**config.mk**
```make
export PLATFORM = sky130hd
export DESIGN_NAME = tga_rle_pixel_decoder_flat
export DESIGN_NICKNAME = d
export VERILOG_FILES = /design/src/rtl/trle_pkg.sv /design/src/rtl/trle_if.sv /design/src/rtl/trle_front.sv /design/src/rtl/trle_queue.sv /design/src/rtl/trle_back.sv /design/src/rtl/tga_rle_pixel_decoder.sv /design/src/flat_wrapper.sv
export SDC_FILE = /design/constraint.sdc
export NUM_CORES = 1
export LEC_CHECK = 0
export ABC_AREA = 1
export BUFFER_PORTS_ARGS = -buffer_cell sky130_fd_sc_hd__buf_2
export CORE_MARGIN = 2
export CORE_UTILIZATION = 61
export DETAILED_ROUTE_END_ITERATION = 8
export GPL_ROUTABILITY_DRIVEN = 0
export PLACE_DENSITY = 0.81
export SLEW_MARGIN = 20
export SYNTH_ARGS = -nofsm -noshare
export SYNTH_HDL_FRONTEND = slang
export SYNTH_SLANG_ARGS = --single-unit
```
**constraint.sdc**
```tcl
create_clock -name clk -period 6.3 [get_ports clk]
set_input_delay 0.63 -clock clk [delete_from_list [all_inputs] [get_ports clk]]
set_output_delay 0.63 -clock clk [all_outputs]
set_load 0.05 [all_outputs]
```
**src/rtl/trle_pkg.sv**
```systemverilog
// Package for the TGA run-length pixel decoder.
// Holds the queue word type, the packet and register codes and the queue sizes.
// No dependencies.
package trle_pkg;

  // Packet header decode
  localparam logic [7:0] REPEAT_FLAG_MIN = 8'd128;
  localparam logic [7:0] REPEAT_BIAS     = 8'd127;

  // Pixel size selection
  localparam logic [2:0] BPP_FOUR = 3'd4;
  localparam logic [2:0] BPP_RESET = 3'd3;
  localparam logic [31:0] TOTAL_RESET = 32'd1;

  // Last byte position of a pixel
  localparam logic [1:0] LAST_POS_THREE = 2'd2;
  localparam logic [1:0] LAST_POS_FOUR  = 2'd3;

  // Configuration register indexes
  localparam int CFG_IDX_W = 1;
  localparam logic [CFG_IDX_W-1:0] CFG_BYTES_PER_PIXEL = 1'b0;
  localparam logic [CFG_IDX_W-1:0] CFG_PIXEL_TOTAL     = 1'b1;

  // Queue between front and back
  localparam int QUEUE_DEPTH = 2;
  localparam int QUEUE_AW    = $clog2(QUEUE_DEPTH);
  localparam int QUEUE_CW    = $clog2(QUEUE_DEPTH + 1);

  // One classified byte: either a pixel's closing byte with its colour and
  // packet run, or any other byte that only takes part in the completion check
  typedef struct packed {
    logic       final_byte;
    logic [7:0] red;
    logic [7:0] green;
    logic [7:0] blue;
    logic [7:0] alpha;
    logic [7:0] run;
  } item_t;

endpackage

```
**src/rtl/trle_if.sv**
```systemverilog
// Handshake channels of the TGA run-length pixel decoder.
// Byte input, pixel output and configuration write; uses trle_pkg.
interface trle_byte_if;
  logic       valid;
  logic       ready;
  logic [7:0] data_byte;

  modport source (output valid, output data_byte, input ready);
  modport sink   (input valid, input data_byte, output ready);
endinterface

interface trle_pixel_if;
  logic       valid;
  logic       ready;
  logic [7:0] red;
  logic [7:0] green;
  logic [7:0] blue;
  logic [7:0] alpha;
  logic [7:0] run_length;
  logic       last_pixel;

  modport source (output valid, output red, output green, output blue, output alpha,
                  output run_length, output last_pixel, input ready);
  modport sink   (input valid, input red, input green, input blue, input alpha,
                  input run_length, input last_pixel, output ready);
endinterface

interface trle_cfg_if;
  logic                          valid;
  logic                          ready;
  logic [trle_pkg::CFG_IDX_W-1:0] index;
  logic [31:0]                   wdata;

  modport source (output valid, output index, output wdata, input ready);
  modport sink   (input valid, input index, input wdata, output ready);
endinterface

```
**src/rtl/trle_front.sv**
```systemverilog
// Front end: takes bytes, tracks packet headers and byte position, assembles
// colour and pushes one classified word per byte into the queue. Uses trle_pkg.
module trle_front (
  input  logic                clk,
  input  logic                rst,
  input  logic                four_byte,
  trle_byte_if.sink           data,
  input  logic                queue_ready,
  output logic                push,
  output trle_pkg::item_t     push_item
);

  logic        awaiting_header;
  logic        repeat_packet;
  logic [7:0]  packet_pixels_left;
  logic [1:0]  byte_in_pixel;
  logic [23:0] colour_buffer;

  logic        accept;
  logic        final_byte;
  logic [1:0]  last_pos;
  logic [7:0]  left_dec;
  logic [7:0]  b;

  assign b          = data.data_byte;
  assign data.ready = queue_ready;
  assign accept     = data.valid & queue_ready;
  assign push       = accept;

  assign last_pos   = four_byte ? trle_pkg::LAST_POS_FOUR : trle_pkg::LAST_POS_THREE;
  assign final_byte = !awaiting_header && (byte_in_pixel >= last_pos);
  assign left_dec   = (packet_pixels_left != 8'd0) ? packet_pixels_left - 8'd1
                                                   : packet_pixels_left;

  always_comb begin
    push_item.final_byte = final_byte;
    push_item.blue       = colour_buffer[7:0];
    push_item.green      = colour_buffer[15:8];
    push_item.red        = four_byte ? colour_buffer[23:16] : b;
    push_item.alpha      = four_byte ? b : 8'd0;
    push_item.run        = (repeat_packet && packet_pixels_left != 8'd0) ?
                           packet_pixels_left : 8'd1;
  end

  always_ff @(posedge clk) begin
    if (rst) begin
      awaiting_header    <= 1'b1;
      repeat_packet      <= 1'b0;
      packet_pixels_left <= 8'd0;
      byte_in_pixel      <= 2'd0;
      colour_buffer      <= 24'd0;
    end else if (accept) begin
      if (awaiting_header) begin
        if (b >= trle_pkg::REPEAT_FLAG_MIN) begin
          repeat_packet      <= 1'b1;
          packet_pixels_left <= b - trle_pkg::REPEAT_BIAS;
        end else begin
          repeat_packet      <= 1'b0;
          packet_pixels_left <= b + 8'd1;
        end
        awaiting_header <= 1'b0;
        byte_in_pixel   <= 2'd0;
      end else if (!final_byte) begin
        case (byte_in_pixel)
          2'd0:    colour_buffer[7:0]   <= b;
          2'd1:    colour_buffer[15:8]  <= b;
          default: colour_buffer[23:16] <= b;
        endcase
        byte_in_pixel <= byte_in_pixel + 2'd1;
      end else begin
        byte_in_pixel <= 2'd0;
        if (repeat_packet) begin
          packet_pixels_left <= 8'd0;
          awaiting_header    <= 1'b1;
        end else begin
          packet_pixels_left <= left_dec;
          awaiting_header    <= (left_dec == 8'd0);
        end
      end
    end
  end

endmodule

```
**src/rtl/trle_queue.sv**
```systemverilog
// Two-word queue between the front and back ends.
// Holds trle_pkg::item_t words; uses trle_pkg.
module trle_queue (
  input  logic            clk,
  input  logic            rst,
  input  logic            push,
  input  trle_pkg::item_t push_item,
  output logic            push_ready,
  input  logic            pop,
  output logic            pop_valid,
  output trle_pkg::item_t pop_item
);

  trle_pkg::item_t                 slots [trle_pkg::QUEUE_DEPTH];
  logic [trle_pkg::QUEUE_AW-1:0]   wr_ptr;
  logic [trle_pkg::QUEUE_AW-1:0]   rd_ptr;
  logic [trle_pkg::QUEUE_CW-1:0]   count;
  logic                            do_push;
  logic                            do_pop;

  assign push_ready = (count != trle_pkg::QUEUE_CW'(trle_pkg::QUEUE_DEPTH));
  assign pop_valid  = (count != '0);
  assign pop_item   = slots[rd_ptr];
  assign do_push    = push & push_ready;
  assign do_pop     = pop & pop_valid;

  always_ff @(posedge clk) begin
    if (do_push) begin
      slots[wr_ptr] <= push_item;
    end
  end

  always_ff @(posedge clk) begin
    if (rst) begin
      wr_ptr <= '0;
      rd_ptr <= '0;
      count  <= '0;
    end else begin
      if (do_push) begin
        wr_ptr <= (wr_ptr == trle_pkg::QUEUE_AW'(trle_pkg::QUEUE_DEPTH - 1)) ? '0
                                                                           : wr_ptr + 1'b1;
      end
      if (do_pop) begin
        rd_ptr <= (rd_ptr == trle_pkg::QUEUE_AW'(trle_pkg::QUEUE_DEPTH - 1)) ? '0
                                                                           : rd_ptr + 1'b1;
      end
      case ({do_push, do_pop})
        2'b10:   count <= count + trle_pkg::QUEUE_CW'(1);
        2'b01:   count <= count - trle_pkg::QUEUE_CW'(1);
        default: count <= count;
      endcase
    end
  end

endmodule

```
**src/rtl/trle_back.sv**
```systemverilog
// Back end: counts pixels against the total, clamps runs, flags the last pixel
// and holds the output register. Uses trle_pkg and trle_pixel_if.
module trle_back (
  input  logic            clk,
  input  logic            rst,
  input  logic [31:0]     pixel_total,
  input  logic            queue_valid,
  input  trle_pkg::item_t queue_item,
  output logic            pop,
  trle_pixel_if.source    pixel
);

  logic [31:0] pixels_done;
  logic        image_complete;

  logic [31:0] remaining;
  logic        over;
  logic        drop;
  logic        emits;
  logic        out_free;
  logic        run_clamp;
  logic [7:0]  run_eff;

  assign remaining = pixel_total - pixels_done;
  assign over      = (pixels_done >= pixel_total);
  assign drop      = image_complete | over;
  assign emits     = !drop && queue_item.final_byte;
  assign out_free  = !pixel.valid || pixel.ready;
  assign pop       = queue_valid && (!emits || out_free);

  // run is at most 128, so a clamped run fits in 8 bits
  assign run_clamp = ({24'd0, queue_item.run} >= remaining);
  assign run_eff   = run_clamp ? remaining[7:0] : queue_item.run;

  always_ff @(posedge clk) begin
    if (rst) begin
      pixels_done    <= 32'd0;
      image_complete <= 1'b0;
    end else if (pop) begin
      if (drop) begin
        image_complete <= 1'b1;
      end else if (queue_item.final_byte) begin
        pixels_done <= pixels_done + {24'd0, run_eff};
        if (run_clamp) begin
          image_complete <= 1'b1;
        end
      end
    end
  end

  always_ff @(posedge clk) begin
    if (rst) begin
      pixel.valid <= 1'b0;
    end else if (pop && emits) begin
      pixel.valid <= 1'b1;
    end else if (pixel.ready) begin
      pixel.valid <= 1'b0;
    end
  end

  always_ff @(posedge clk) begin
    if (pop && emits) begin
      pixel.red        <= queue_item.red;
      pixel.green      <= queue_item.green;
      pixel.blue       <= queue_item.blue;
      pixel.alpha      <= queue_item.alpha;
      pixel.run_length <= run_eff;
      pixel.last_pixel <= run_clamp;
    end
  end

endmodule

```
**src/rtl/tga_rle_pixel_decoder.sv**
```systemverilog
// Top level of the TGA run-length pixel decoder: configuration registers,
// front end, queue and back end. Uses trle_pkg, trle_if, trle_front,
// trle_queue and trle_back.
//
//   channel  dir  payload                                      handshake
//   data     in   data_byte[7:0]                               valid/ready
//   pixel    out  red, green, blue, alpha, run_length, last    valid/ready
//   cfg      in   index[0], wdata[31:0]                        valid/ready
//
// One byte a cycle when the pixel side keeps up; a pixel's closing byte passes
// through a queue slot and then the output register before the pixel leaves.
// The two-word queue lets the front keep taking bytes while a pixel waits.
// Reset (rst, synchronous) restores 3-byte pixels, a total of one and an
// empty packet state. cfg is always ready.
module tga_rle_pixel_decoder (
  input  logic          clk,
  input  logic          rst,
  trle_byte_if.sink     data,
  trle_pixel_if.source  pixel,
  trle_cfg_if.sink      cfg
);

  logic [2:0]      bytes_per_pixel;
  logic [31:0]     pixel_total;
  logic            four_byte;

  logic            push;
  trle_pkg::item_t push_item;
  logic            queue_ready;
  logic            pop;
  logic            queue_valid;
  trle_pkg::item_t queue_item;

  assign cfg.ready = 1'b1;
  assign four_byte = (bytes_per_pixel == trle_pkg::BPP_FOUR);

  always_ff @(posedge clk) begin
    if (rst) begin
      bytes_per_pixel <= trle_pkg::BPP_RESET;
      pixel_total     <= trle_pkg::TOTAL_RESET;
    end else if (cfg.valid) begin
      case (cfg.index)
        trle_pkg::CFG_BYTES_PER_PIXEL: bytes_per_pixel <= cfg.wdata[2:0];
        trle_pkg::CFG_PIXEL_TOTAL:     pixel_total     <= cfg.wdata;
        default: ;
      endcase
    end
  end

  trle_front u_front (
    .clk         (clk),
    .rst         (rst),
    .four_byte   (four_byte),
    .data        (data),
    .queue_ready (queue_ready),
    .push        (push),
    .push_item   (push_item)
  );

  trle_queue u_queue (
    .clk        (clk),
    .rst        (rst),
    .push       (push),
    .push_item  (push_item),
    .push_ready (queue_ready),
    .pop        (pop),
    .pop_valid  (queue_valid),
    .pop_item   (queue_item)
  );

  trle_back u_back (
    .clk         (clk),
    .rst         (rst),
    .pixel_total (pixel_total),
    .queue_valid (queue_valid),
    .queue_item  (queue_item),
    .pop         (pop),
    .pixel       (pixel)
  );

endmodule

```
**src/flat_wrapper.sv**
```systemverilog
// flat-port wrapper written by rule: the top's interface ports become plain ports
module tga_rle_pixel_decoder_flat 
  (clk, rst, data_valid, data_data_byte, data_ready, pixel_valid, pixel_red, pixel_green, pixel_blue, pixel_alpha, pixel_run_length, pixel_last_pixel, pixel_ready, cfg_valid, cfg_index, cfg_wdata, cfg_ready);
  trle_byte_if data_i ();
  trle_pixel_if pixel_i ();
  trle_cfg_if cfg_i ();
  input  logic clk;
  input  logic rst;
  input wire logic [$bits(data_i.valid)-1:0] data_valid;
  input wire logic [$bits(data_i.data_byte)-1:0] data_data_byte;
  output wire logic [$bits(data_i.ready)-1:0] data_ready;
  output wire logic [$bits(pixel_i.valid)-1:0] pixel_valid;
  output wire logic [$bits(pixel_i.red)-1:0] pixel_red;
  output wire logic [$bits(pixel_i.green)-1:0] pixel_green;
  output wire logic [$bits(pixel_i.blue)-1:0] pixel_blue;
  output wire logic [$bits(pixel_i.alpha)-1:0] pixel_alpha;
  output wire logic [$bits(pixel_i.run_length)-1:0] pixel_run_length;
  output wire logic [$bits(pixel_i.last_pixel)-1:0] pixel_last_pixel;
  input wire logic [$bits(pixel_i.ready)-1:0] pixel_ready;
  input wire logic [$bits(cfg_i.valid)-1:0] cfg_valid;
  input wire logic [$bits(cfg_i.index)-1:0] cfg_index;
  input wire logic [$bits(cfg_i.wdata)-1:0] cfg_wdata;
  output wire logic [$bits(cfg_i.ready)-1:0] cfg_ready;
  assign data_i.valid = data_valid;
  assign data_i.data_byte = data_data_byte;
  assign data_ready = data_i.ready;
  assign pixel_valid = pixel_i.valid;
  assign pixel_red = pixel_i.red;
  assign pixel_green = pixel_i.green;
  assign pixel_blue = pixel_i.blue;
  assign pixel_alpha = pixel_i.alpha;
  assign pixel_run_length = pixel_i.run_length;
  assign pixel_last_pixel = pixel_i.last_pixel;
  assign pixel_i.ready = pixel_ready;
  assign cfg_i.valid = cfg_valid;
  assign cfg_i.index = cfg_index;
  assign cfg_i.wdata = cfg_wdata;
  assign cfg_ready = cfg_i.ready;
  tga_rle_pixel_decoder u_core (.clk(clk), .rst(rst), .data(data_i), .pixel(pixel_i), .cfg(cfg_i));
endmodule
```
# After elaboration in Yosys (flattened, before gate mapping)
# Memory sizes are Yosys's and may differ from the RTL's. A register that Yosys moved wholly into a read port is not among the register bits.
# Cells that the tools add are included.
# word_totals
memories	1
wordCells	108
reg_bits	150
inputBits	46
ram_bits	82
# memory_table
memory	depth	word_bits	rd	rd_ports_with_merged_regs	write_ports	line_no	text
u_core.u_queue.slots	2	41	1	1	1	trle_queue.sv:14	trle_pkg::item_t slots [trle_pkg::QUEUE_DEPTH];
# op_classes
reduce_logical	30
n_lt_le_gt_ge	4
bitwise_logic	9
mux	28
n_addsub	10
eq_ne	5
# op_table
op	n
$mux W8	9
$add A32 B8 Y32	1
$ge A32 B32 Y1	1
$ge A8 B32 Y1	1
$sub A32 B32 Y32	1
$mux W1	16
$reduce_and A4 Y1	3
$reduce_bool A2 Y1	6
$add A8 B1 Y8 const B	1
$ge A8 B8 Y1 const B	1
$logic_not A8 Y1	1
$reduce_and A2 Y1	4
$reduce_bool A8 Y1	1
$sub A8 B1 Y8 const B	1
$sub A8 B7 Y8 const B	1
$reduce_and A3 Y1	2
$logic_and A1 B1 Y1	5
$not A1 Y1	5
$add A2 B1 Y2 const B	2
$eq A2 B1 Y1 const B	2
$logic_not A1 Y1	4
$mux W2	2
$pmux W2 S2	1
$and A1 B1 Y1	3
10 further kinds	12

# Longest topological paths before layout
# logic_depth
depth_word	10
ltp_mapped	31
ltp_nobuf	31

# Hierarchy
# Synthesis repeated with hierarchy kept, for this count alone.
# unflattened
cells_unflattened	1655
hier_area_um2	13474.2
# by_module_without_submodules
mod	instances	area_each_um2	seq_area_each_um2	cells_per_inst
trle_back	1	6715.2	1911.8	1028
trle_queue	1	3407.0	2562.5	166
trle_front	1	2093.3	720.7	302
tga_rle_pixel_decoder	1	1258.7	700.7	159

# Worst setup path after synthesis
# OpenSTA, ideal clock, no wires.
# synth_timing
kind	register to register
from	register u_core.u_back.pixels_done[0]
to	register u_core.u_back.pixels_done[28]
period_less_slack_ns	4.488
path_buffers	0
setup_slack_ns	1.812
stages_incl_launch_ff	30
arrival_ns	4.356
cell_sequence	dfxtp_1 > ha_1 > inv_1 > fa_1 > nand2_2 > nand2_1 > nand3_1 > nand2_1 > xor2_1 > inv_1 > ha_1 > nand2_1 > inv_1 > nand2_1 > a21oi_1 > nand4_2 > nor2_8 > nand4_1 > nand2_1 > ha_1 > inv_1 > fa_1 > o31ai_1 > a21o_1 > nand2_1 > nor2_1 > nand2_1 > xor2_1 > nand2_1 > a21oi_1
# synth_lines
element	line_no	text
start: declaration	trle_back.sv:13	logic [31:0] pixels_done;
start signal: assignment	trle_back.sv:43	pixels_done <= pixels_done + {24'd0, run_eff};
$sub A32 B32 Y32 (*)	trle_back.sv:24	assign remaining = pixel_total - pixels_done;
$ge A8 B32 Y1	trle_back.sv:32	assign run_clamp = ({24'd0, queue_item.run} >= remaining);
$mux W8 (*)	trle_back.sv:33	assign run_eff = run_clamp ? remaining[7:0] : queue_item.run;
via u_core.u_back.run_eff[0]	trle_back.sv:22	logic [7:0] run_eff;
$add A32 B8 Y32 (*)	trle_back.sv:43	
# Mark *: on every way through the listed nets, which the timed path passes. The rest lies on a longest branch.
# A chain may end at the register's enable or synchronous reset.

==> flow_metrics.py <==
metrics = {
    "routing": {
        "ant_nets": 0,
        "wl_per_cell_um": 16.6,
        "vias": 11300,
        "avgViaCountPerCell": 5.63,
        "postRouteWirelength_um": 33200,
        "dr.pass1.iters": 6,
        "drt_iter0_drc": 1300,
        "drcViolationCount": 0,
    },
    "worst_setup_path": {
        "worstPathMaxFanout": 44,
        "rrSetupSlack_ns": 0.79,
        "reg2regPathDepth": 23,
        "arrival_ns": 5.90,
        "rr_endpoint": "u_core.u_back.pixels_done[28]",
        "crit_end": "u_core.u_back.pixels_done[28]",
        "worstSetupEndpointType": "flop",
        "worstPathRequired_ns": 6.69,
        "start_kind": "flop",
        "worstSetupPathType": "reg -> reg",
    },
    "logic_synthesis": {
        "synth.distinct_cells": 48,
        "synthFlopType": "edfxtp_1",
        "synth_seq_cells": 233,
        "netlist_area_um2": 12900,
        "synth_nets": 1736,
        "synth_area_per_cell_um2": 7.92,
        "yosysSeqAreaShare": 0.457,
        "netlist_instances": 1631,
        "synth-edff-count": 123,
        "synth_warnings": 0,
        "async_flop_share": 0,
    },
    "cts": {
        "htree_levels": 1,
        "cts_hold_buffers": 0,
        "cts.reportedPaths.clkPinSlew_ns": 0.06,
        "insertion_delay_ns": 0.55,
        "cts_buffers": 25,
        "cts_tree": "built",
        "cts_buffer_depth": 3,
        "root_buffer": "clkbuf_16",
        "cts_resized": 0,
        "cts.sinks": 233,
        "cts_setup_buffers": 0,
    },
    "die": {
        "dieArea_um2": 22300,
        "io_pins": 90,
        "rows": 53,
        "coreArea_um2": 20900,
        "start_util": 0.618,
        "die_width_um": 149,
        "die_height_um": 149,
    },
    "power": {
        "power_frac_clock": 0.272,
        "switchingPower_uw": 2160,
        "internal_power_uw": 3370,
        "power_frac_seq": 0.363,
        "power_density_nw_per_um2": 383,
        "leakagePower_uw": 0.00655,
        "p_total_uw": 5530,
        "peakVddDrop_mv": 0.287,
        "power_frac_comb": 0.365,
        "p_sw_frac": 0.390,
    },
    "global_routing": {
        "grt_pass1_wl_um": 52300,
        "overflow": 0,
        "grt_pass1_vias": 10500,
        "grt_max_degree": 81,
        "track_usage": 0.298,
        "antenna_found_initial": 0,
    },
    "timing": {
        "worst_slew_pin_slew_ns": 1.09,
        "min_period_ns": 5.51,
        "tns_ns": 0,
        "drv_slew": 0,
        "rsz0062_at_grt": "no",
        "clock.fmax_ghz": 0.181,
        "clock_skew_ns": 0.0204,
        "setup_ws_ns": 0.790,
        "finalCritPeriodShare": 0.875,
        "slew_headroom": 0.275,
        "setup-violations-final": 0,
        "finalHoldViolCount": 0,
    },
    "cells_and_area": {
        "final_cells": 2008,
        "area.growth.synth_to_final_pct": 11.8,
        "fill_cells": 1617,
        "diodes": 0,
        "layout_commonest_cell": "nand2_1",
        "drive_above_1_share": 0.123,
        "final_cell_mix": "nand2_1 (402), inv_1 (222), nor2_1 (188)",
        "fin_nets": 1819,
    },
    "run": {
        "maxCapViolCount": 0,
    },
    "status": {
        "run_status": "finished, final reports clean",
    },
    "placed_design": {
        "preCtsSetupSlack_ns": 0.937,
        "port_buffers": 88,
        "dp_hpwl_um": 24200,
        "placed_cells": 1962,
    },
    "hold_path": {
        "hp-class": "in -> reg",
    },
}
## state kept, by name, summed over array words and instances (netlist names), named ones only
| register | cells |
|---|---|
| u_core.u_front.packet_pixels_left | 8 |
| u_core.u_back.pixels_done | 32 |
| u_core.u_queue.rd_ptr | 1 |
| u_core.u_queue.wr_ptr | 1 |
| u_core.u_front.byte_in_pixel | 2 |
| u_core.u_back.pixel.green | 8 |
| u_core.u_back.pixel.red | 8 |
| u_core.bytes_per_pixel | 3 |
| u_core.u_front.colour_buffer | 24 |
| u_core.u_front.repeat_packet | 1 |
| u_core.u_queue.slots | 82 |
| u_core.u_queue.count | 2 |
| u_core.u_back.pixel.alpha | 8 |
| u_core.u_front.awaiting_header | 1 |
| u_core.pixel_total | 32 |
| u_core.u_back.pixel.blue | 8 |
| u_core.u_back.pixel.valid | 1 |
| u_core.u_back.pixel.run_length | 8 |
| u_core.u_back.pixel.last_pixel | 1 |
| u_core.u_back.image_complete | 1 |
## per-layer routing
metal	up-vias	GRT usage	wire length, um
li1	5530	-	-
met1	5156	0.420	14100
met2	535	0.460	14700
met3	87	0.0613	3370
met4	0	0.104	1110
met5	-	0	0
## cell usage after synthesis (2+ instances only)
| cell type | n | area share |
|---|---|---|
| a221oi_1 | 4 | 0.0027 |
| xor2_1 | 32 | 0.022 |
| inv_2 | 10 | 0.0029 |
| a21oi_1 | 107 | 0.041 |
| clkbuf_1 | 24 | 0.0070 |
| nor3_1 | 27 | 0.010 |
| nor4_1 | 4 | 0.0019 |
| buf_2 | 4 | 0.0016 |
| xnor2_1 | 2 | 0.0014 |
| a21oi_2 | 2 | 0.0014 |
| a31oi_1 | 6 | 0.0029 |
| nand4_1 | 33 | 0.016 |
| o21ai_0 | 100 | 0.039 |
| ha_1 | 57 | 0.055 |
| nand3_1 | 63 | 0.024 |
| clkinv_1 | 2 | 0.00058 |
| edfxtp_1 | 123 | 0.29 |
| nor2_1 | 190 | 0.055 |
| o21bai_1 | 2 | 0.0012 |
| nand2_1 | 402 | 0.12 |
| nand3_4 | 2 | 0.0027 |
| buf_1 | 3 | 0.00087 |
| o211ai_1 | 3 | 0.0017 |
| a21o_1 | 2 | 0.0012 |
| dfxtp_1 | 110 | 0.17 |
| inv_1 | 223 | 0.065 |
| nand2_2 | 9 | 0.0044 |
| nor2_4 | 5 | 0.0044 |
| o21ai_1 | 12 | 0.0047 |
| nor2_2 | 2 | 0.00097 |
| or2_2 | 2 | 0.00097 |
| nand3b_1 | 5 | 0.0029 |
| nand3_2 | 4 | 0.0031 |
| fa_1 | 2 | 0.0031 |
| mux2_2 | 38 | 0.033 |
| buf_6 | 3 | 0.0026 |
## critical path, cell delays in order (launching register included)
cell and delay [ns]:
dfxtp_2 1.04, mux2_2 0.44, ha_1 0.31, nand2_1 0.06
o21ai_0 0.23, nand2_1 0.09, nand2_1 0.06, nand2_1 0.07
a21oi_1 0.17, nand4_2 0.18, nor2_8 0.23, nand4_1 0.12
nand2_1 0.14, ha_1 0.28, inv_1 0.08, fa_1 0.43
o31ai_1 0.50, a21o_1 0.27, nand2_1 0.11, nor2_1 0.16
nand2_1 0.08, xor2_1 0.14, nand2_1 0.06, a21oi_1 0.07
## final cells by class
type	instances	area, um2	share of cell area
clock buffers	28	647	0.0448
repair buffers	91	463	0.0321
flip-flops and latches	233	5900	0.409
clock inverters	18	196	0.0136
inverters	236	890	0.0616
multi-input cells	1127	6000	0.415
well taps	275	344	0.0238
## metrics by stage
| step | hold WS, ns | cell area (um2) | utilization |
|---|---|---|---|
| global placement | 0.423 | 13600 | 0.650 |
| floorplan | 0.420 | 12900 | - |
| detailed placement | 0.435 | 13600 | 0.650 |
| finish | 0.343 | 14400 | 0.691 |
| global route | 0.316 | 14400 | 0.691 |
| CTS | 0.326 | 14400 | 0.690 |
## cells by family after synthesis
| kind of cell | after synthesis | share of synthesized area |
|---|---|---|
| xor gates and xnor gates | 34 | 0.0231 |
| AOI/OAI and AO/OA | 243 | 0.0991 |
| other | 1 | 0.000290 |
| DFF | 233 | 0.457 |
| and+or+nand+nor | 752 | 0.248 |
| adders and majority gates | 59 | 0.0583 |
| buffers and inverters | 271 | 0.0814 |
| muxes | 38 | 0.0331 |
## worst min-delay path by stage
stage                                                start                     endpoint  slack (ns)  depth (start not counted)
final                                         cfg_wdata[1]    u_core.bytes_per_pixel[1]        0.34                          3
after global routing                          cfg_wdata[1]    u_core.bytes_per_pixel[1]        0.32                          3
after CTS                                     cfg_wdata[1]    u_core.bytes_per_pixel[1]        0.33                          3
after detailed placement   u_core.u_front.colour_buffer[4]  u_core.u_queue.slots[1][20]        0.44                          0
after global placement    u_core.u_front.colour_buffer[10]  u_core.u_queue.slots[0][26]        0.42                          0
after floorplan            u_core.u_front.colour_buffer[0]  u_core.u_queue.slots[0][16]        0.42                          0
## power by group through the flow
stage | Clock (uW) | Combinational (uW) | Sequential [uW]
finish | 1500 | 2020 | 2000
global route | 1580 | 2220 | 2030
CTS | 1520 | 1980 | 2010
detailed placement | 0 | 1960 | 2040
global placement | 0 | 1900 | 2020
floorplan | 0 | 1350 | 2170
No activity file was read; power rests on OpenSTA's default activity.
